### src/rtl/adf_pkg.sv
// Shared types and constants for the advertising data filter.
// Used by adf_parser, advertising_data_filter_top and tb_top; no other dependencies.
package adf_pkg;

  // Storage for the target device name, in bytes
  localparam int unsigned MaxNameBytes = 16;
  localparam int unsigned NameSlots    = 16;

  // AD structure type codes and the fixed service-data field length
  localparam logic [7:0] TypeCompleteName  = 8'h09;
  localparam logic [7:0] TypeServiceData16 = 8'h16;
  localparam logic [7:0] ServiceFieldLen   = 8'd4;

  // Configuration register indexes
  localparam int unsigned CfgIdxW = 3;
  localparam logic [CfgIdxW-1:0] CfgServiceUuid = 3'd0;
  localparam logic [CfgIdxW-1:0] CfgNameLength  = 3'd1;
  localparam logic [CfgIdxW-1:0] CfgNameWord0   = 3'd2;
  localparam logic [CfgIdxW-1:0] CfgNameWord1   = 3'd3;
  localparam logic [CfgIdxW-1:0] CfgNameWord2   = 3'd4;
  localparam logic [CfgIdxW-1:0] CfgNameWord3   = 3'd5;

  // Reset values: UUID 0x3333 and the default 11-byte target name
  localparam logic [15:0] RstServiceUuid = 16'h3333;
  localparam logic [4:0]  RstNameLength  = 5'd11;
  localparam logic [31:0] RstNameWord0   = 32'd1936614771;
  localparam logic [31:0] RstNameWord1   = 32'd1851748975;
  localparam logic [31:0] RstNameWord2   = 32'd6644847;
  localparam logic [31:0] RstNameWord3   = 32'd0;

  // Parser phase
  typedef enum logic [1:0] {
    PhLength,
    PhType,
    PhPayload,
    PhStopped
  } phase_e;

  // Filter settings as seen by the parser
  typedef struct packed {
    logic [15:0]  service_uuid;
    logic [4:0]   name_length;
    logic [127:0] name_bytes;  // byte 0 in bits 7..0
  } filter_cfg_t;

  // Per-packet verdict
  typedef struct packed {
    logic name_hit;
    logic service_hit;
  } filter_hits_t;

endpackage

### src/rtl/adf_parser.sv
// Length-type-value walker for one advertising packet, one byte per item.
// Depends on adf_pkg for the phase enum, type codes and the config struct.
module adf_parser (
  input  logic                 clk_i,
  input  logic                 rst_ni,
  input  logic                 step_i,
  input  logic [7:0]           ad_byte_i,
  input  logic                 last_byte_i,
  input  adf_pkg::filter_cfg_t cfg_i,
  output adf_pkg::filter_hits_t hits_o
);
  import adf_pkg::*;

  phase_e     phase_q, phase_d;
  logic [7:0] len_q, len_d;
  logic [7:0] type_q, type_d;
  logic [7:0] pos_q, pos_d;
  logic       name_eq_q, name_eq_d;
  logic       uuid_eq_q, uuid_eq_d;
  logic       name_seen_q, name_seen_d;
  logic       svc_seen_q, svc_seen_d;

  logic       fin;
  logic [7:0] fin_type;
  logic       fin_name_eq;
  logic       fin_uuid_eq;
  logic       name_byte_ok;
  logic       uuid_byte_ok;
  logic [7:0] name_byte;
  logic [8:0] pos_next_plus1;
  logic       name_len_ok;

  // Stored name byte at the current payload position
  assign name_byte = cfg_i.name_bytes[{pos_q[3:0], 3'b000} +: 8];
  assign name_byte_ok = (pos_q < 8'(MaxNameBytes)) && (pos_q < 8'(NameSlots)) &&
                        (name_byte == ad_byte_i);

  // UUID bytes arrive low byte first at payload positions 0 and 1
  always_comb begin
    uuid_byte_ok = 1'b1;
    if (pos_q == 8'd0) begin
      uuid_byte_ok = (ad_byte_i == cfg_i.service_uuid[7:0]);
    end else if (pos_q == 8'd1) begin
      uuid_byte_ok = (ad_byte_i == cfg_i.service_uuid[15:8]);
    end
  end

  assign pos_next_plus1 = {1'b0, pos_q} + 9'd2;
  assign name_len_ok    = (len_q == ({3'b000, cfg_i.name_length} + 8'd1));

  // Next state for the accepted byte
  always_comb begin
    phase_d     = phase_q;
    len_d       = len_q;
    type_d      = type_q;
    pos_d       = pos_q;
    name_eq_d   = name_eq_q;
    uuid_eq_d   = uuid_eq_q;
    name_seen_d = name_seen_q;
    svc_seen_d  = svc_seen_q;
    fin         = 1'b0;
    fin_type    = type_q;
    fin_name_eq = name_eq_q;
    fin_uuid_eq = uuid_eq_q;

    unique case (phase_q)
      PhLength: begin
        if (ad_byte_i == 8'd0) begin
          phase_d = PhStopped;
        end else begin
          len_d   = ad_byte_i;
          phase_d = PhType;
        end
      end
      PhType: begin
        type_d      = ad_byte_i;
        pos_d       = 8'd0;
        name_eq_d   = 1'b1;
        uuid_eq_d   = 1'b1;
        fin_type    = ad_byte_i;
        fin_name_eq = 1'b1;
        fin_uuid_eq = 1'b1;
        if (len_q == 8'd1) begin
          fin = 1'b1;
        end else begin
          phase_d = PhPayload;
        end
      end
      PhPayload: begin
        name_eq_d   = name_eq_q & name_byte_ok;
        uuid_eq_d   = uuid_eq_q & uuid_byte_ok;
        fin_name_eq = name_eq_d;
        fin_uuid_eq = uuid_eq_d;
        pos_d       = pos_q + 8'd1;
        fin         = (pos_next_plus1 >= {1'b0, len_q});
      end
      PhStopped: begin
      end
      default: begin
      end
    endcase

    // Field complete: judge it and go back to the next length byte
    if (fin) begin
      phase_d = PhLength;
      if (fin_type == TypeCompleteName && name_len_ok && fin_name_eq) begin
        name_seen_d = 1'b1;
      end else if (fin_type == TypeServiceData16 && len_q == ServiceFieldLen &&
                   fin_uuid_eq) begin
        svc_seen_d = 1'b1;
      end
    end
  end

  assign hits_o.name_hit    = name_seen_d;
  assign hits_o.service_hit = svc_seen_d;

  // Parse state; cleared after the packet's last byte
  always_ff @(posedge clk_i or negedge rst_ni) begin
    if (!rst_ni) begin
      phase_q     <= PhLength;
      len_q       <= 8'd0;
      type_q      <= 8'd0;
      pos_q       <= 8'd0;
      name_eq_q   <= 1'b1;
      uuid_eq_q   <= 1'b1;
      name_seen_q <= 1'b0;
      svc_seen_q  <= 1'b0;
    end else if (step_i) begin
      if (last_byte_i) begin
        phase_q     <= PhLength;
        len_q       <= 8'd0;
        type_q      <= 8'd0;
        pos_q       <= 8'd0;
        name_eq_q   <= 1'b1;
        uuid_eq_q   <= 1'b1;
        name_seen_q <= 1'b0;
        svc_seen_q  <= 1'b0;
      end else begin
        phase_q     <= phase_d;
        len_q       <= len_d;
        type_q      <= type_d;
        pos_q       <= pos_d;
        name_eq_q   <= name_eq_d;
        uuid_eq_q   <= uuid_eq_d;
        name_seen_q <= name_seen_d;
        svc_seen_q  <= svc_seen_d;
      end
    end
  end

endmodule

### src/rtl/advertising_data_filter_top.sv
// Advertising data filter: config registers, parser and result register.
// Depends on adf_pkg and adf_parser.
//
// Channel   Direction  Handshake                 Payload
// in        input      in_valid_i / in_ready_o   ad_byte_i, last_byte_i
// out       output     out_valid_o / out_ready_i packet_match_o, name_hit_o, service_hit_o
// cfg       input      cfg_valid_i / cfg_ready_o cfg_index_i, cfg_data_i
//
// One byte is taken per cycle; its parse state updates at the accepting edge.
// The verdict for a packet appears in the result register the cycle after its
// last byte is accepted. Input is stalled only while a result is held and
// out_ready_i is low. Reset restores the default UUID and name and clears the
// parse state; configuration writes take effect at the edge that accepts them.
module advertising_data_filter_top (
  input  logic                        clk_i,
  input  logic                        rst_ni,
  input  logic                        in_valid_i,
  output logic                        in_ready_o,
  input  logic [7:0]                  ad_byte_i,
  input  logic                        last_byte_i,
  output logic                        out_valid_o,
  input  logic                        out_ready_i,
  output logic                        packet_match_o,
  output logic                        name_hit_o,
  output logic                        service_hit_o,
  input  logic                        cfg_valid_i,
  output logic                        cfg_ready_o,
  input  logic [adf_pkg::CfgIdxW-1:0] cfg_index_i,
  input  logic [31:0]                 cfg_data_i
);
  import adf_pkg::*;

  logic [15:0]  uuid_q;
  logic [4:0]   name_len_q;
  logic [31:0]  word0_q, word1_q, word2_q, word3_q;
  filter_cfg_t  cfg;
  filter_hits_t hits;
  logic         in_acc;
  logic         out_valid_q, out_valid_d;
  logic         name_hit_q, svc_hit_q;

  // Configuration registers
  assign cfg_ready_o = 1'b1;

  always_ff @(posedge clk_i or negedge rst_ni) begin
    if (!rst_ni) begin
      uuid_q     <= RstServiceUuid;
      name_len_q <= RstNameLength;
      word0_q    <= RstNameWord0;
      word1_q    <= RstNameWord1;
      word2_q    <= RstNameWord2;
      word3_q    <= RstNameWord3;
    end else if (cfg_valid_i) begin
      unique case (cfg_index_i)
        CfgServiceUuid: uuid_q     <= cfg_data_i[15:0];
        CfgNameLength:  name_len_q <= cfg_data_i[4:0];
        CfgNameWord0:   word0_q    <= cfg_data_i;
        CfgNameWord1:   word1_q    <= cfg_data_i;
        CfgNameWord2:   word2_q    <= cfg_data_i;
        CfgNameWord3:   word3_q    <= cfg_data_i;
        default: begin
        end
      endcase
    end
  end

  assign cfg.service_uuid = uuid_q;
  assign cfg.name_length  = name_len_q;
  assign cfg.name_bytes   = {word3_q, word2_q, word1_q, word0_q};

  // Byte intake
  assign in_ready_o = !out_valid_q || out_ready_i;
  assign in_acc     = in_valid_i && in_ready_o;

  adf_parser u_parser (
    .clk_i       (clk_i),
    .rst_ni      (rst_ni),
    .step_i      (in_acc),
    .ad_byte_i   (ad_byte_i),
    .last_byte_i (last_byte_i),
    .cfg_i       (cfg),
    .hits_o      (hits)
  );

  // Result register
  always_comb begin
    out_valid_d = out_valid_q;
    if (in_acc && last_byte_i) begin
      out_valid_d = 1'b1;
    end else if (out_ready_i) begin
      out_valid_d = 1'b0;
    end
  end

  always_ff @(posedge clk_i or negedge rst_ni) begin
    if (!rst_ni) begin
      out_valid_q <= 1'b0;
    end else begin
      out_valid_q <= out_valid_d;
    end
  end

  always_ff @(posedge clk_i) begin
    if (in_acc && last_byte_i) begin
      name_hit_q <= hits.name_hit;
      svc_hit_q  <= hits.service_hit;
    end
  end

  assign out_valid_o    = out_valid_q;
  assign name_hit_o     = name_hit_q;
  assign service_hit_o  = svc_hit_q;
  assign packet_match_o = name_hit_q || svc_hit_q;

  // Checks
  a_match_is_or: assert property (@(posedge clk_i) disable iff (!rst_ni)
    out_valid_o |-> (packet_match_o == (name_hit_o || service_hit_o)))
    else $error("packet_match differs from OR of hits");

  a_last_gives_result: assert property (@(posedge clk_i) disable iff (!rst_ni)
    (in_valid_i && in_ready_o && last_byte_i) |=> out_valid_o)
    else $error("no result after last byte");

  a_held_result_stalls: assert property (@(posedge clk_i) disable iff (!rst_ni)
    (out_valid_o && !out_ready_i) |-> !in_ready_o)
    else $error("input taken while result is blocked");

  a_no_spurious_result: assert property (@(posedge clk_i) disable iff (!rst_ni)
    (!out_valid_o && !(in_valid_i && in_ready_o && last_byte_i)) |=> !out_valid_o)
    else $error("result appeared without a last byte");

endmodule

### config.mk
export PLATFORM = sky130hd
export DESIGN_NAME = advertising_data_filter_top
export DESIGN_NICKNAME = d
export VERILOG_FILES = /design/src/rtl/adf_pkg.sv /design/src/rtl/adf_parser.sv /design/src/rtl/advertising_data_filter_top.sv
export SDC_FILE = /design/constraint.sdc
export NUM_CORES = 1
export LEC_CHECK = 0
export ABC_AREA = 1
export BUFFER_PORTS_ARGS = -buffer_cell sky130_fd_sc_hd__buf_2
export CAP_MARGIN = 40
export CORE_MARGIN = 4
export CORE_UTILIZATION = 56
export CTS_BUF_LIST = sky130_fd_sc_hd__clkbuf_2
export DETAILED_ROUTE_END_ITERATION = 12
export GPL_ROUTABILITY_DRIVEN = 0
export PLACE_DENSITY_LB_ADDON = 0.1
export SLEW_MARGIN = 20
export SYNTH_ARGS = -nofsm -noshare
export SYNTH_HDL_FRONTEND = slang
export SYNTH_SLANG_ARGS = --single-unit
### constraint.sdc
create_clock -name clk_i -period 5.7 [get_ports clk_i]
set_clock_uncertainty 0.05 [all_clocks]
set_input_delay 1.14 -clock clk_i [delete_from_list [all_inputs] [get_ports clk_i]]
set_output_delay 1.14 -clock clk_i [all_outputs]
set_load 0.02 [all_outputs]
**After elaboration in Yosys (flattened, before gate mapping)**

Index checks and enable logic that the tools add are counted.

- Bits in registers: 182
- Input port bits: 49
- Output and inout port bits: 6
- Logic and storage cells: 99

- $add $sub $neg: 3
- Magnitude comparators: 2
- Equal/unequal tests: 18
- Shift-type cells: 1
- Multiplexer cells: 29
- Bitwise gates (word level): 2
- Reduce and logical (&&, ||, !) cells: 27

Operators with widths:

| kind | count |
|---|---|
| indexed part select 128 x 8 -> 8 bit | 1 |
| two-way mux 8 bit | 6 |
| == test 8 bit | 4 |
| == test 8 x 1 -> 1 bit, second input constant | 2 |
| zero test 8 bit | 2 |
| case mux 8 bit (2 select lines) | 1 |
| two-way mux 1 bit | 14 |
| AND reduction 2 bit | 7 |
| adder 8 x 2 -> 9 bit, second input constant | 1 |
| greater-or-equal comparator 9 x 8 -> 1 bit | 1 |
| adder 8 x 1 -> 8 bit, second input constant | 1 |
| == test 8 x 3 -> 1 bit, second input constant | 1 |
| == test 8 x 4 -> 1 bit, second input constant | 1 |
| == test 8 x 5 -> 1 bit, second input constant | 1 |
| < comparator 8 x 5 -> 1 bit, second input constant | 1 |
| two-way mux 2 bit | 4 |
| logical AND 1 bit | 7 |
| adder 5 x 1 -> 6 bit, second input constant | 1 |
| == test 3 x 2 -> 1 bit, second input constant | 2 |
| == test 3 bit, second input constant | 2 |
| case mux 1 bit (2 select lines) | 3 |
| AND reduction 3 bit | 2 |
| inequality test 4 x 3 -> 1 bit, second input constant | 1 |
| case mux 2 bit (2 select lines) | 1 |
| other kinds (12) | 15 |

**Logic depth before layout (Yosys ltp)**

- Word-level depth: 10
- Gate-level depth with buffers: 19
- Depth with buffers taken out: 19

**Hierarchy**

Synthesis repeated with hierarchy kept, for this count alone.

- Cell total of the unflattened synthesis: 1,393
- Area, all modules: 10,002.1 µm²

By module, submodules not included:

| module | times used | cells an instance | area an instance (µm²) | sequential area each (µm²) |
|---|---|---|---|---|
| advertising_data_filter_top | 1 | 668 | 6,018.3 | 3,893.7 |
| adf_parser | 1 | 725 | 3,983.8 | 753.2 |

**Least setup slack after synthesis**

No wires, ideal clock.

- Path type: input port to flip-flop
- Start: input out_ready_i
- End: register u_parser.pos_q[3]
- Library setup time: 125 ps
- Data arrival time: 2,449 ps
- Required time: 5,525 ps
- Path slack: 3,076 ps
- Stages on the path: 8
- Buffers on the path: 0
- Cells stage by stage: inv_1 nand2_1 nand2_1 a31oi_1 inv_1 nor2_1 inv_1 a2111oi_0

- Longest elaborated chain between the ends: 3

Ends and longest elaborated chain:

| what | line | text |
|---|---|---|
| start, declared | advertising_data_filter_top.sv:22 | `input logic out_ready_i,` |
| logical OR 1 bit | advertising_data_filter_top.sv:72 | `assign in_ready_o = !out_valid_q \|\| out_ready_i;` |
| named net in_ready_o | advertising_data_filter_top.sv:18 | `output logic in_ready_o,` |
| logical AND 1 bit | advertising_data_filter_top.sv:73 | `assign in_acc = in_valid_i && in_ready_o;` |
| AND reduction 2 bit (no source line) | -- |  |
| end signal, assigned | adf_parser.sv:143 | `pos_q <= pos_d;` |
| end, declared | adf_parser.sv:17 | `logic [7:0] pos_q, pos_d;` |

The timed path passes the listed nets, and every way through them passes these cells.
A chain may end at the register's enable or synchronous reset.

**Final worst setup path**

- Start: register u_parser.pos_q[1]
- End: register u_parser.phase_q[0]

- Longest elaborated chain between the ends: 5
- Elaborated cells between the ends (all ways): 8
- Classes of those cells: 1 x add/sub; 1 x order compare; 1 x eq/ne; 3 x mux; 2 x reduce/logical

Ends and longest elaborated chain:

| what | line | text |
|---|---|---|
| adder 8 x 2 -> 9 bit * | adf_parser.sv:48 | `assign pos_next_plus1 = {1'b0, pos_q} + 9'd2;` |
| greater-or-equal comparator 9 x 8 -> 1 bit * | adf_parser.sv:95 | `fin = (pos_next_plus1 >= {1'b0, len_q});` |
| case mux 1 bit (2 select lines) * | adf_parser.sv:66 | `unique case (phase_q)` |
| inequality test 4 x 3 -> 1 bit (no source line), or another cell as far along | -- |  |
| AND reduction 3 bit (no source line) or two-way mux 2 bit (tied branches) | -- |  |
| end signal, assigned | adf_parser.sv:121 | `phase_q <= PhLength;` |
| end signal, assigned | adf_parser.sv:131 | `phase_q <= PhLength;` |
| end signal, assigned | adf_parser.sv:140 | `phase_q <= phase_d;` |
| end, declared | adf_parser.sv:14 | `phase_e phase_q, phase_d;` |

Every way passes the cells marked *; elsewhere a longest branch is shown, timed or not.

==> summary.md <==
| Metric | Value |
|---|---|
| GR Overflow Total | 0 |
| CP required | between 6000 and 7000 ps |
| GR peak layer | met2 |
| Cell depth of the worst flop-to-flop path | 19 |
| Final non-filler cell area | 10170 sq um |
| Initial Utilization | between 50% and 60% |
| Number of global-route vias before repair | roughly 7500 |
| Crit path from | u_parser.pos_q[1] |
| Post-route DRC | 0 |
| Starting DRT DRC Count | approximately 690 |
| Postcts setup bufs | 0 |
| First-pass DRT Iterations | 5 |
| Total power | between 3000 and 4000 uW |
| I/O Pins | 55 |
| Main area contributors after synthesis | dfrtp_1 30%, dfstp_2 18%, nand2_1 17% |
| CTS root buffer | clkbuf_2 |
| Number of library cell types mapped by synthesis | 33 |
| Most frequent cells in the layout | 419 x nand2_1, 187 x o21ai_0, 148 x inv_1 |
| Pwr/cell area | ~370 nW/um^2 |
| Pin count of the biggest net entering global routing | 77 |
| Yosys top cell area share | between 30% and 40% |
| Post-Place Cells | ~1500 |
| Clock Latency Late Sink | ~750 ps |
| Critical path fanouts, max | 18 |
| Critical path type | register to register |
| Crit start category | register |
| Met2 Use GR | roughly two fifths |
| Synthesized flop and latch total | roughly 180 |
| Dpl hpwl | between 15000 and 20000 um |
| Register area | about 4600 sq um |
| Critical Path Sink | u_parser.phase_q[0] |
| Endpoints failing hold | 0 |
| Vias per cell | about 5.3 |
| Initial antenna violation count | 1 |
| Met3 Use GR | 5.515% |
| Relative slew slack | 43.96% |
| H-tree levels | 4 |
| Cell count after synthesis | 1249 |
| Fin nets | between 1000 and 1500 |
| VDD IR-drop max | around 280 uV |
| Fin crit period | 3192 ps |
| Syn Nets | ~1300 |
| Total Wirelength | 24300 um |
| CP Capture Type | register |
| Layout fillers | between 1500 and 2000 |
| Comb pwr share | about 34% |
| Multi-input logic area | between 3000 and 4000 sq um |
| # port buffers | 53 |
| Net Sw Frac | between 30% and 40% |
| Final setup vio count | 0 |
| Max Cap Viol | 0 |
| Pint | between 2000 and 2500 uW |
| CTS Buf Count | 17 |
| Antenna Nets Post-Route | 0 |
| GRT Total Usage | 27.03% |
| Slew Viols, Final | 0 |
| Achievable Freq | roughly 0.31 GHz |
| Reg power frac | 47.6% |
| R2R Path Start | u_parser.pos_q[1] |
| Reg2reg end | u_parser.phase_q[0] |
| CTS max path bufs | 2 |
| Area growth, synth to finish | 7.838% |
| Sw Pwr | ~1400 uW |
| Sequential area share after synthesis | between 40 and 50% |
| Static leakage | 0.005118 uW |
| M1 GR Usage | ~39% |
| CTS sink cnt | 182 |
| PostCTS Resize Cnt | 0 |
| WP data arrival | 3800 ps |
| Worst-Margin Slew | 840.5 ps |
| Reg clk slew, reported paths | between 200 and 300 ps |
| Total negative slack | 0 ps |
| Avg Cell Area, Syn | approximately 7.6 sq um |
| CORE AREA | approximately 17000 sq um |
| Non-Filler Instances | 1514 |
| Num rows | 47 |
| Dpl cell area | about 9900 sq um |
| DR WL/cell | between 15 and 20 um |
| Leading area contributor after synthesis | dfrtp_1 |
| Final setup margin | ~2500 ps |
| Layout cells sized above 1 | roughly 14% |
| Vias | 8051 |
| Die W | 137.8 um |
| Cts hold-fix bufs | 0 |
| Pre-CTS WS | ~2600 ps |
| Yosys warns | 0 |
| CTS tree | yes |
| Synth Cell Area | between 9000 and 10000 sq um |
| Die Y-Extent | roughly 140 um |
| Worst reg2reg setup slack | 2510 ps |
| Clk pwr share | 18.2% |
| Worst min path class | input port to async pin |
| Final period util | between 50% and 60% |
| RSZ-0062 raised after global routing | no |
| Die area | 18990 sq um |
| First-pass GRT wire length | just under 40000 um |
| Status | completed |
| Commonest non-fill, non-tap cell in the layout | nand2_1 |
sequential cells by signal (all words and copies together) (netlist names), 2 cells and up:
register / flops
u_parser.pos_q: 8
word0_q: 32
u_parser.len_q: 8
u_parser.phase_q: 2
name_len_q: 5
word1_q: 32
word2_q: 32
uuid_q: 16
word3_q: 32
u_parser.type_q: 8
worst min-delay path by stage:
stage / start / to / slack, ps / cells after the start
after floorplan: u_parser.type_q[0] / u_parser.type_q[0] / 400 / 2
after global placement: word2_q[11] / word2_q[11] / 410 / 2
after detailed placement: word1_q[11] / word1_q[11] / 420 / 2
after CTS: rst_ni / word3_q[17] / 240 / 1
after global routing: rst_ni / word2_q[25] / 220 / 1
final: rst_ni / word3_q[17] / 280 / 1
metrics by stage:
stage	hold WS (ps)	utilization, %
floorplan	397.8	-
global placement	410.1	59.01
detailed placement	417.9	60.01
CTS	239.7	61.46
global route	223.7	61.57
finish	279.8	61.57
logic make-up after synthesis:
kind of cell | share of synthesized area (%)
other | 0.03975
xor gates and xnor gates | 1.485
buffers and inverters | 9.019
AOI/OAI and AO/OA | 13.29
adders and majority gates | 2.122
DFF | 49.26
and+or+nand+nor | 24.79
cell type report:
type | count | share of cell area, %
tap | 220 | 2.706
antenna | 1 | 0.02460
clock buffer | 18 | 0.8855
clock inverter | 14 | 1.464
timing repair buffer | 64 | 4.784
inverter | 152 | 5.608
sequential | 182 | 45.69
multi-input combinational | 863 | 38.84
per-layer routing:
layer / vias to the layer above / routed length (um) / share of wire [%]
li1: 4008 / - / -
met1: 3773 / 11600 / 48
met2: 237 / 10810 / 44
met3: 33 / 1359 / 5.6
met4: 0 / 529 / 2.2
met5: - / 0 / 0
critical path, stage by stage, from the launching register on:
cell	delay [ps]
dfrtp_1	800
buf_4	370
ha_1	210
nand2_1	70
inv_1	80
nand2_1	90
nor2_1	190
nand3_1	120
nand2_1	80
inv_1	40
ha_1	260
nand2_1	50
nand2_1	50
nand2_1	60
a21oi_2	210
nor2_1	90
nand2_1	110
nand2_1	80
nand2_1	60
o21ai_1	50
power groups by stage:
stage               Combinational, uW  Clock, uW  Sequential (uW)
finish                           1270        677             1770
global route                     1460        745             1800
CTS                              1260        688             1770
detailed placement               1260          0             1790
global placement                 1210          0             1780
floorplan                         976          0             1740
cells in the mapped netlist (all sizes together):
library cell    n
nand2         421
o21ai         202
inv           151
dfrtp         114
nor2           92
dfstp          66
nand3          50
clkbuf         30
buf            22
ha             16
a21oi          14
o22ai          12
or2             9
xnor2           9
nand4           8
xor2            7
nor3            5
nor4            5
o211ai          3
a2111oi         2
a31oi           2
edfxtp          2
o21a            2
clkinv          1
conb            1
o2111a          1
o21bai          1
o31ai           1
Power figures use the tool's default switching activity.
